--- config.mk ---
export PLATFORM = sky130hd
export DESIGN_NAME = laser_thickness_supervisor
export DESIGN_NICKNAME = d
export VERILOG_FILES = /design/src/rtl/core/lts_pkg.sv /design/src/rtl/core/laser_thickness_supervisor.sv /design/src/rtl/core/lts_ctrl.sv /design/src/rtl/core/lts_datapath.sv
export SDC_FILE = /design/constraint.sdc
export NUM_CORES = 2
export LEC_CHECK = 0
export BUFFER_PORTS_ARGS = -buffer_cell sky130_fd_sc_hd__buf_2
export CORE_ASPECT_RATIO = 0.75
export CORE_MARGIN = 2
export CORE_UTILIZATION = 35
export CTS_BUF_LIST = sky130_fd_sc_hd__clkbuf_4
export CTS_CLUSTER_DIAMETER = 40
export DETAILED_ROUTE_END_ITERATION = 10
export PLACE_DENSITY_LB_ADDON = 0.08
export SLEW_MARGIN = 0
export SYNTH_ARGS = -nofsm -noshare
export SYNTH_HDL_FRONTEND = slang
export SYNTH_SLANG_ARGS = --single-unit
export TNS_END_PERCENT = 100
--- constraint.sdc ---
create_clock -name clk -period 10.4 [get_ports clk]
set_input_delay 1.56 -clock clk [delete_from_list [all_inputs] [get_ports clk]]
set_output_delay 1.56 -clock clk [all_outputs]
set_load 0.03 [all_outputs]
--- src/rtl/core/lts_pkg.sv ---
// shared types and constants for the laser thickness supervisor
package lts_pkg;

    // configuration port
    localparam int CFG_IDX_W  = 2;
    localparam int CFG_DATA_W = 16;

    typedef enum logic [CFG_IDX_W-1:0] {
        CFG_EXPECTED  = 2'd0,
        CFG_TOLERANCE = 2'd1,
        CFG_TIMEOUT   = 2'd2
    } cfg_index_t;

    // field widths
    localparam int CODE_W  = 12;
    localparam int TIME_W  = 32;
    localparam int THICK_W = 15;
    localparam int EXP_W   = 16;
    localparam int TOL_W   = 12;
    localparam int TMO_W   = 16;

    // stream packing
    localparam int IN_TDATA_W  = 48;
    localparam int IN_TUSER_W  = 2;
    localparam int OUT_TDATA_W = 16;
    localparam int OUT_TUSER_W = 3;

    // register reset values
    localparam logic [EXP_W-1:0] EXPECTED_RST  = 16'd0;
    localparam logic [TOL_W-1:0] TOLERANCE_RST = 12'd400;
    localparam logic [TMO_W-1:0] TIMEOUT_RST   = 16'd2000;

    // conversion constants
    localparam int MV_W = 14;
    localparam logic [MV_W-1:0] FULL_SCALE_MV = 14'd10000;
    localparam logic [7:0]      THICK_GAIN    = 8'd222;
    localparam int ADC_MAX     = 4095;
    localparam int THICK_SCALE = 100;
    localparam int THICK_MAX   = 22200;

    // shared constant divider: q = (x * recip) >> shift, then one correction step
    localparam int DIVIDEND_W  = 26;
    localparam int DIVISOR_W   = 13;
    localparam int RECIP_W     = 32;
    localparam int RECIP_SHIFT = 31;
    localparam int PROD_W      = DIVIDEND_W + RECIP_W;

    localparam logic [RECIP_W-1:0] RECIP_MV  = 32'((64'd1 << RECIP_SHIFT) / ADC_MAX);
    localparam logic [RECIP_W-1:0] RECIP_THK = 32'((64'd1 << RECIP_SHIFT) / THICK_SCALE);

    typedef enum logic [1:0] {
        DIV_MV  = 2'd0,
        DIV_THK = 2'd1,
        DIV_AVG = 2'd2
    } div_sel_t;

    typedef struct packed {
        logic     capture;
        logic     mul;
        logic     fix;
        logic     load_thk;
        logic     accum;
        logic     check;
        div_sel_t div_sel;
    } cmd_t;

    typedef struct packed {
        logic block_full;
        logic out_free;
    } status_t;

endpackage

--- src/rtl/core/laser_thickness_supervisor.sv ---
// top level of the laser material thickness supervisor
//
// usage:
//   s_axis carries one laser sample per transfer: the adc code, a free-running
//   millisecond timestamp and the two print gates. every accepted sample gives
//   exactly one result on m_axis: the held average thickness, a flag that this
//   sample closed an averaging block, and the thin and thick alarms.
//   thin_alarm is the lift-up request, thick_alarm is a warning only.
//   the cfg port writes expected thickness, tolerance and timeout; write it
//   only while no sample is in flight.
// timing:
//   the sequencer handles one sample at a time through a shared
//   reciprocal-multiply divider (code to mv, mv to thickness, block average).
//   a result becomes valid in the same cycle that s_axis_tready rises again,
//   so a new sample is taken only after the last one has passed its check;
//   a sample that closes an averaging block also runs the average steps.
// reset:
//   rst_n clears the sum, count, held average, timers and the output valid,
//   and loads the register reset values (0 um, 400 um, 2000 ms).
// stall:
//   the result sits in an output register; the next sample is accepted and
//   worked on while it waits, and only the final check step holds until
//   m_axis_tready frees the register.
module laser_thickness_supervisor
    import lts_pkg::*;
#(
    parameter int AVG_SAMPLES = 10
)
(
    input  logic                   clk,
    input  logic                   rst_n,
    // configuration writes
    input  logic                   cfg_we,
    input  logic [CFG_IDX_W-1:0]   cfg_index,
    input  logic [CFG_DATA_W-1:0]  cfg_data,
    // sample input
    input  logic                   s_axis_tvalid,
    output logic                   s_axis_tready,
    input  logic [IN_TDATA_W-1:0]  s_axis_tdata,  // adc_code[11:0], now_ms[43:12], zero pad
    input  logic [IN_TUSER_W-1:0]  s_axis_tuser,  // head_enable[0], at_print_height[1]
    // result output
    output logic                   m_axis_tvalid,
    input  logic                   m_axis_tready,
    output logic [OUT_TDATA_W-1:0] m_axis_tdata,  // avg_thickness_um[14:0], zero pad
    output logic [OUT_TUSER_W-1:0] m_axis_tuser   // avg_updated[0], thin_alarm[1], thick_alarm[2]
);

    cmd_t    cmd;
    status_t status;

    // sequencer: one sample in flight, steps through the divider phases
    lts_ctrl u_ctrl (
        .clk       (clk),
        .rst_n     (rst_n),
        .in_tvalid (s_axis_tvalid),
        .in_tready (s_axis_tready),
        .status    (status),
        .cmd       (cmd)
    );

    // arithmetic, state and output register
    lts_datapath #(
        .AVG_SAMPLES (AVG_SAMPLES)
    ) u_datapath (
        .clk        (clk),
        .rst_n      (rst_n),
        .cfg_we     (cfg_we),
        .cfg_index  (cfg_index),
        .cfg_data   (cfg_data),
        .in_tdata   (s_axis_tdata),
        .in_tuser   (s_axis_tuser),
        .out_tvalid (m_axis_tvalid),
        .out_tready (m_axis_tready),
        .out_tdata  (m_axis_tdata),
        .out_tuser  (m_axis_tuser),
        .cmd        (cmd),
        .status     (status)
    );

endmodule

--- src/rtl/core/lts_ctrl.sv ---
// sequencer that steps one sample through conversion, averaging and window check
module lts_ctrl
    import lts_pkg::*;
(
    input  logic    clk,
    input  logic    rst_n,
    input  logic    in_tvalid,
    output logic    in_tready,
    input  status_t status,
    output cmd_t    cmd
);

    typedef enum logic [9:0] {
        S_IDLE     = 10'b00_0000_0001,
        S_MUL_MV   = 10'b00_0000_0010,
        S_FIX_MV   = 10'b00_0000_0100,
        S_LOAD_THK = 10'b00_0000_1000,
        S_MUL_THK  = 10'b00_0001_0000,
        S_FIX_THK  = 10'b00_0010_0000,
        S_ACCUM    = 10'b00_0100_0000,
        S_MUL_AVG  = 10'b00_1000_0000,
        S_FIX_AVG  = 10'b01_0000_0000,
        S_CHECK    = 10'b10_0000_0000
    } state_t;

    state_t state_reg;
    state_t state_next;

    always_ff @(posedge clk or negedge rst_n)
    begin
        if (!rst_n)
        begin
            state_reg <= S_IDLE;
        end
        else
        begin
            state_reg <= state_next;
        end
    end

    always_comb
    begin
        state_next   = state_reg;
        cmd.capture  = 1'b0;
        cmd.mul      = 1'b0;
        cmd.fix      = 1'b0;
        cmd.load_thk = 1'b0;
        cmd.accum    = 1'b0;
        cmd.check    = 1'b0;
        cmd.div_sel  = DIV_MV;
        case (state_reg)
            S_IDLE:
            begin
                if (in_tvalid)
                begin
                    cmd.capture = 1'b1;
                    state_next  = S_MUL_MV;
                end
            end
            S_MUL_MV:
            begin
                cmd.mul    = 1'b1;
                state_next = S_FIX_MV;
            end
            S_FIX_MV:
            begin
                cmd.fix    = 1'b1;
                state_next = S_LOAD_THK;
            end
            S_LOAD_THK:
            begin
                cmd.load_thk = 1'b1;
                state_next   = S_MUL_THK;
            end
            S_MUL_THK:
            begin
                cmd.mul     = 1'b1;
                cmd.div_sel = DIV_THK;
                state_next  = S_FIX_THK;
            end
            S_FIX_THK:
            begin
                cmd.fix     = 1'b1;
                cmd.div_sel = DIV_THK;
                state_next  = S_ACCUM;
            end
            S_ACCUM:
            begin
                cmd.accum  = 1'b1;
                state_next = status.block_full ? S_MUL_AVG : S_CHECK;
            end
            S_MUL_AVG:
            begin
                cmd.mul     = 1'b1;
                cmd.div_sel = DIV_AVG;
                state_next  = S_FIX_AVG;
            end
            S_FIX_AVG:
            begin
                cmd.fix     = 1'b1;
                cmd.div_sel = DIV_AVG;
                state_next  = S_CHECK;
            end
            S_CHECK:
            begin
                if (status.out_free)
                begin
                    cmd.check  = 1'b1;
                    state_next = S_IDLE;
                end
            end
            default:
            begin
                state_next = S_IDLE;
            end
        endcase
    end

    assign in_tready = (state_reg == S_IDLE);

endmodule

--- src/rtl/core/lts_datapath.sv ---
// conversion, averaging, window check, alarm timers and output register
module lts_datapath
    import lts_pkg::*;
#(
    parameter int AVG_SAMPLES = 10
)
(
    input  logic                   clk,
    input  logic                   rst_n,
    input  logic                   cfg_we,
    input  logic [CFG_IDX_W-1:0]   cfg_index,
    input  logic [CFG_DATA_W-1:0]  cfg_data,
    input  logic [IN_TDATA_W-1:0]  in_tdata,
    input  logic [IN_TUSER_W-1:0]  in_tuser,
    output logic                   out_tvalid,
    input  logic                   out_tready,
    output logic [OUT_TDATA_W-1:0] out_tdata,
    output logic [OUT_TUSER_W-1:0] out_tuser,
    input  cmd_t                   cmd,
    output status_t                status
);

    localparam int SUM_W = $clog2(AVG_SAMPLES * THICK_MAX + 1);
    localparam int CNT_W = $clog2(AVG_SAMPLES + 1);
    localparam logic [RECIP_W-1:0] RECIP_AVG =
        RECIP_W'((64'd1 << RECIP_SHIFT) / AVG_SAMPLES);

    // configuration
    logic [EXP_W-1:0] exp_reg;
    logic [TOL_W-1:0] tol_reg;
    logic [TMO_W-1:0] tmo_reg;

    always_ff @(posedge clk or negedge rst_n)
    begin
        if (!rst_n)
        begin
            exp_reg <= EXPECTED_RST;
            tol_reg <= TOLERANCE_RST;
            tmo_reg <= TIMEOUT_RST;
        end
        else if (cfg_we)
        begin
            case (cfg_index_t'(cfg_index))
                CFG_EXPECTED:  exp_reg <= cfg_data[EXP_W-1:0];
                CFG_TOLERANCE: tol_reg <= cfg_data[TOL_W-1:0];
                CFG_TIMEOUT:   tmo_reg <= cfg_data[TMO_W-1:0];
                default:       ;
            endcase
        end
    end

    // captured item and divider registers (payload, no reset)
    logic [TIME_W-1:0]     now_reg;
    logic                  gates_reg;
    logic [DIVIDEND_W-1:0] dividend_reg;
    logic [PROD_W-1:0]     prod_reg;
    logic [THICK_W-1:0]    q_reg;

    logic [DIVIDEND_W-1:0] code_scaled;
    logic [MV_W-1:0]       head_room;
    logic [DIVIDEND_W-1:0] thk_scaled;

    assign code_scaled = DIVIDEND_W'(in_tdata[CODE_W-1:0]) * DIVIDEND_W'(FULL_SCALE_MV);
    assign head_room   = FULL_SCALE_MV - q_reg[MV_W-1:0];
    assign thk_scaled  = DIVIDEND_W'(head_room) * DIVIDEND_W'(THICK_GAIN);

    // divisor and reciprocal for the active division
    logic [DIVISOR_W-1:0] divisor;
    logic [RECIP_W-1:0]   recip;

    always_comb
    begin
        case (cmd.div_sel)
            DIV_MV:
            begin
                divisor = DIVISOR_W'(ADC_MAX);
                recip   = RECIP_MV;
            end
            DIV_THK:
            begin
                divisor = DIVISOR_W'(THICK_SCALE);
                recip   = RECIP_THK;
            end
            DIV_AVG:
            begin
                divisor = DIVISOR_W'(AVG_SAMPLES);
                recip   = RECIP_AVG;
            end
            default:
            begin
                divisor = DIVISOR_W'(ADC_MAX);
                recip   = RECIP_MV;
            end
        endcase
    end

    // estimate is exact or one low
    logic [DIVIDEND_W-1:0]           q_est;
    logic [DIVIDEND_W+DIVISOR_W-1:0] q_times_d;
    logic [DIVIDEND_W-1:0]           rem;
    logic [DIVIDEND_W-1:0]           q_fix;

    assign q_est     = prod_reg[RECIP_SHIFT +: DIVIDEND_W];
    assign q_times_d = (DIVIDEND_W+DIVISOR_W)'(q_est) * (DIVIDEND_W+DIVISOR_W)'(divisor);
    assign rem       = dividend_reg - q_times_d[DIVIDEND_W-1:0];
    assign q_fix     = (rem >= DIVIDEND_W'(divisor)) ? q_est + 1'b1 : q_est;

    // accumulator
    logic [SUM_W-1:0]  sum_reg;
    logic [CNT_W-1:0]  count_reg;
    logic [SUM_W-1:0]  sum_next;
    logic [CNT_W-1:0]  count_inc;
    logic              block_full;

    assign sum_next   = sum_reg + SUM_W'(q_reg);
    assign count_inc  = count_reg + 1'b1;
    assign block_full = (count_inc >= CNT_W'(AVG_SAMPLES));

    always_ff @(posedge clk)
    begin
        if (cmd.capture)
        begin
            now_reg      <= in_tdata[CODE_W +: TIME_W];
            gates_reg    <= in_tuser[0] & in_tuser[1];
            dividend_reg <= code_scaled;
        end
        else if (cmd.load_thk)
        begin
            dividend_reg <= thk_scaled;
        end
        else if (cmd.accum && block_full)
        begin
            dividend_reg <= DIVIDEND_W'(sum_next);
        end
        if (cmd.mul)
        begin
            prod_reg <= PROD_W'(dividend_reg) * PROD_W'(recip);
        end
        if (cmd.fix)
        begin
            q_reg <= q_fix[THICK_W-1:0];
        end
    end

    // window check
    logic [THICK_W-1:0]       held_avg_reg;
    logic                     updated_reg;
    logic signed [EXP_W+1:0]  win_lo;
    logic        [EXP_W:0]    win_hi;
    logic                     below;
    logic                     above;
    logic [TIME_W-1:0]        thin_start_reg;
    logic [TIME_W-1:0]        thick_start_reg;
    logic                     thin_armed_reg;
    logic                     thick_armed_reg;
    logic [TIME_W-1:0]        thin_elapsed;
    logic [TIME_W-1:0]        thick_elapsed;
    logic                     thin_fire;
    logic                     thick_fire;
    logic                     out_valid_reg;
    logic [OUT_TDATA_W-1:0]   out_tdata_reg;
    logic [OUT_TUSER_W-1:0]   out_tuser_reg;

    assign win_lo = $signed({2'b00, exp_reg}) - $signed({6'b000000, tol_reg});
    assign win_hi = {1'b0, exp_reg} + {5'b00000, tol_reg};
    assign below  = $signed({3'b000, held_avg_reg}) < win_lo;
    assign above  = {2'b00, held_avg_reg} > win_hi;

    assign thin_elapsed  = now_reg - thin_start_reg;
    assign thick_elapsed = now_reg - thick_start_reg;

    // a side armed in this very item has zero elapsed time and cannot fire
    assign thin_fire  = gates_reg & below & thin_armed_reg
                      & (thin_elapsed > TIME_W'(tmo_reg));
    assign thick_fire = gates_reg & above & thick_armed_reg
                      & (thick_elapsed > TIME_W'(tmo_reg));

    always_ff @(posedge clk or negedge rst_n)
    begin
        if (!rst_n)
        begin
            sum_reg         <= '0;
            count_reg       <= '0;
            held_avg_reg    <= '0;
            updated_reg     <= 1'b0;
            thin_start_reg  <= '0;
            thick_start_reg <= '0;
            thin_armed_reg  <= 1'b0;
            thick_armed_reg <= 1'b0;
            out_valid_reg   <= 1'b0;
        end
        else
        begin
            if (cmd.capture)
            begin
                updated_reg <= 1'b0;
            end
            if (cmd.accum)
            begin
                if (block_full)
                begin
                    sum_reg   <= '0;
                    count_reg <= '0;
                end
                else
                begin
                    sum_reg   <= sum_next;
                    count_reg <= count_inc;
                end
            end
            if (cmd.fix && (cmd.div_sel == DIV_AVG))
            begin
                held_avg_reg <= q_fix[THICK_W-1:0];
                updated_reg  <= 1'b1;
            end
            if (cmd.check)
            begin
                thin_armed_reg  <= gates_reg & below & ~thin_fire;
                thick_armed_reg <= gates_reg & above & ~thick_fire;
                if (gates_reg && below && !thin_armed_reg)
                begin
                    thin_start_reg <= now_reg;
                end
                if (gates_reg && above && !thick_armed_reg)
                begin
                    thick_start_reg <= now_reg;
                end
                out_valid_reg <= 1'b1;
            end
            else if (out_tready)
            begin
                out_valid_reg <= 1'b0;
            end
        end
    end

    always_ff @(posedge clk)
    begin
        if (cmd.check)
        begin
            out_tdata_reg <= OUT_TDATA_W'(held_avg_reg);
            out_tuser_reg <= {thick_fire, thin_fire, updated_reg};
        end
    end

    assign status.block_full = block_full;
    assign status.out_free   = ~out_valid_reg | out_tready;

    assign out_tvalid = out_valid_reg;
    assign out_tdata  = out_tdata_reg;
    assign out_tuser  = out_tuser_reg;

endmodule

==> results.md <==
- Status: finished clean
- # DRC: 0
- Adder-Cell Fraction of Synth Area: 0.4743
- Gate Count Post-Synth: 4565
- CTS Hold Buffers Added: 0
- Final hold violation count: 0
- Total placed instance area: 0.04778 mm2
- Post-route clock period utilization: 0.9452
- IO Pins: 94
- ANT nets after route: 0
- TritonRoute pass-1 iters: 5
- Max Cap Violations: 0
- Antenna violations before repair: 10
- Slew Limit Fails: 0
- Crit Path Category: flip-flop to flip-flop
- GRT overflow: 0
- Total CTS buffers: 76
- Routed wire length: 129800 um
- Post-synthesis mux area share: 0.03396
- Core Area: 0.1270 mm2
- Sink count of the clock tree: 274
- Worst-Margin Slew: 1.167 ns
- Mapped Nets: 5946
- Post-Syn Area: 0.04495 mm2
- CP peak stage delay: 0.54 ns
- Vias after detailed routing: 31538
- CTS tree: yes
- Layout cells sized above 1: 0.09752
- CP max stage cell: fa_1
- Worst Setup End Kind: flip-flop
- Fin nets: 6118
- Die height: 314.4 um
- Synth area leaders: fa_1, ha_1, inv_1
- Worst Path Arrival: 10.67 ns
- Largest net degree at the start of global routing: 59
- Seq/Total Area, Yosys: 0.1647
- Min cycle time layout: 9.830 ns
- Clock Skew: 0.1112 ns
- Vias/cell: 4.872
- Initial drt markers: 1929
- Max_slew headroom: 0.2192
- Detailed Place HPWL: 113300 um
- Synth warn: 0
- Async set or reset register ratio after synthesis: 0.5803
- DIE WIDTH: 417.8 um
- Syn_area_per_cell: 9.848 um2
- Root Driver: clkbuf_4
- IO Port Bufs: 88
- Critical path launch point type: flip-flop
- Synth Area in Compound Gates: 0.09574
- Vias in the first global route: 32332
- CP required: 11.24 ns
- Yosys top cell area share: 0.2939
- Total track usage: 0.2031
- Combinational family with the most area after synthesis: adder cells
- F_max: 0.1017 GHz
- H-tree depth: 3
- Total die area: 0.1314 mm2
- Register clock-pin slew on the reported worst setup and hold paths: 0.07 ns
- Synth Area in Simple Gates: 0.08734
- Final Instance Area: 0.04888 mm2
- Initial core utilization: 0.3541
- Final setup TNS: 0 ns
- Crit path max fanout: 10
- CTS Buffer Depth: 3
- XOR/XNOR Fraction of Synth Area: 0.04142
- Final setup violation count: 0
- Hold crit path type: flip-flop to flip-flop
- Top FF cell, synth: dfrtp_1
- Post-synth top area cell: fa_1
- #FFs+latches synth: 274
- GP Congestion: 0.9083
- Unique masters post-synth: 91
- Num rows: 113
- First-pass GRT wire length: 200800 um
- Layout fillers: 13018
- Worst-Skew Late Latency: 0.96 ns
- Area Growth Syn to Fin: 8.739%
- Storage cell area: 0.007405 mm2
- EDFF count, synth: 111
- Multi-input gate area: 0.03301 mm2
- Drt wl/cell: 20.05 um
==> stage by stage <==
step	cells	worst slack, ns	hold slack, ns	util
2_1_floorplan	4565	0.9442	0.4248	-
3_3_place_gp	6324	0.2827	0.4569	0.3764
3_5_place_dp	6324	0.1941	0.4434	0.3764
4_1_cts	6464	0.2002	0.4616	0.3844
5_1_grt	6472	-0.03382	0.4877	0.3850
6_report	6473	0.5696	0.4775	0.3850
==> per-layer routing <==
metal  routed length (um)  global-route usage  vias up
li1                     -                   -    15145
met1                68280              0.3246    15623
met2                50440              0.2750      675
met3                 9475             0.04972       93
met4                 1578             0.03134        2
met5                   13                   0        -
==> cell usage in the layout (no fill, tap or decap), types with 27 or more instances in the layout <==
| cell | synthesis | routed |
|---|---|---|
| buf_2 | 10 | 87 |
| xor2_1 | 72 | 72 |
| clkbuf_4 | 0 | 108 |
| fa_1 | 660 | 659 |
| xnor2_1 | 131 | 131 |
| nand2b_1 | 80 | 80 |
| nor2b_1 | 64 | 64 |
| o21ai_0 | 118 | 118 |
| mux2_2 | 124 | 124 |
| a21o_1 | 76 | 76 |
| dfrtp_1 | 149 | 149 |
| nor2_1 | 168 | 168 |
| buf_4 | 2 | 72 |
| nor3_1 | 51 | 49 |
| inv_1 | 1153 | 1151 |
| nand4_1 | 27 | 27 |
| nand2_1 | 172 | 171 |
| ha_1 | 648 | 646 |
| and2_1 | 46 | 46 |
| a21oi_1 | 187 | 187 |
| edfxtp_1 | 111 | 111 |
| nand3_1 | 46 | 46 |
==> layout make-up <==
class / instances / share of cell area
Antenna cell: 7 / 0.0003583
Clock buffer: 108 / 0.01659
Clock inverter: 32 / 0.004172
Inverter: 1155 / 0.08877
Multi-Input combinational cell: 3069 / 0.6754
Sequential cell: 274 / 0.1515
Tap cell: 1667 / 0.04267
Timing Repair Buffer: 161 / 0.02060
==> cell usage after synthesis (13+ instances only) <==
library cell	n
a221oi_1	13
nor3_1	51
nor3b_1	14
fa_1	660
a31oi_1	19
xor2_1	72
nand3_1	46
and3_1	16
mux2_2	124
o21bai_1	23
nand2b_1	80
ha_1	648
xnor2_1	131
edfxtp_1	111
nand4_1	27
a21oi_1	187
nand2_1	172
nor2_1	168
o211ai_1	22
clkbuf_1	50
nor2b_1	64
o22ai_1	16
or2_2	15
dfrtp_1	149
a211oi_1	26
inv_1	1153
a21o_1	76
mux2i_1	13
o21a_1	25
and2_1	46
o21ai_0	118
==> critical path, delay by kind of cell (launching register included) <==
kind	cells	cell delay, ns
xor+xnor	1	0.20
buf+inv	6	0.46
compound gates	7	2.04
fa+ha+maj	9	3.38
simple gates	14	2.89
mux	1	0.30
flops	1	0.45
==> timing repair <==
action / in CTS / in global routing
setup endpoints to repair: 0 / 37
buffers inserted: 0 / 2
resized for setup: 0 / 14
==> worst paths after layout <==
path                                        startpoint                      endpoint  slack, ns  cells after the start
worst max-delay path               u_ctrl.state_reg[6]    u_datapath.held_avg_reg[7]       0.57                     38
worst min-delay path            u_datapath.updated_reg       u_datapath.out_tuser[0]       0.48                      0
worst max register to register     u_ctrl.state_reg[6]    u_datapath.held_avg_reg[7]       0.57                     38
worst min register to register  u_datapath.updated_reg       u_datapath.out_tuser[0]       0.48                      0
max in group asynchronous                        rst_n           u_ctrl.state_reg[8]       7.85                      3
min in group asynchronous                        rst_n  u_datapath.thin_start_reg[1]       0.58                      1
==> kinds of logic after synthesis <==
| logic type | after synthesis |
|---|---|
| fa+ha+maj | 1308 |
| xor+xnor | 207 |
| buf+inv | 1222 |
| flops | 274 |
| simple gates | 759 |
| other cells | 1 |
| mux | 137 |
| compound gates | 657 |
Power is not shown: default switching activity piles up to over one toggle a cycle in this logic, so the estimate is an artifact.
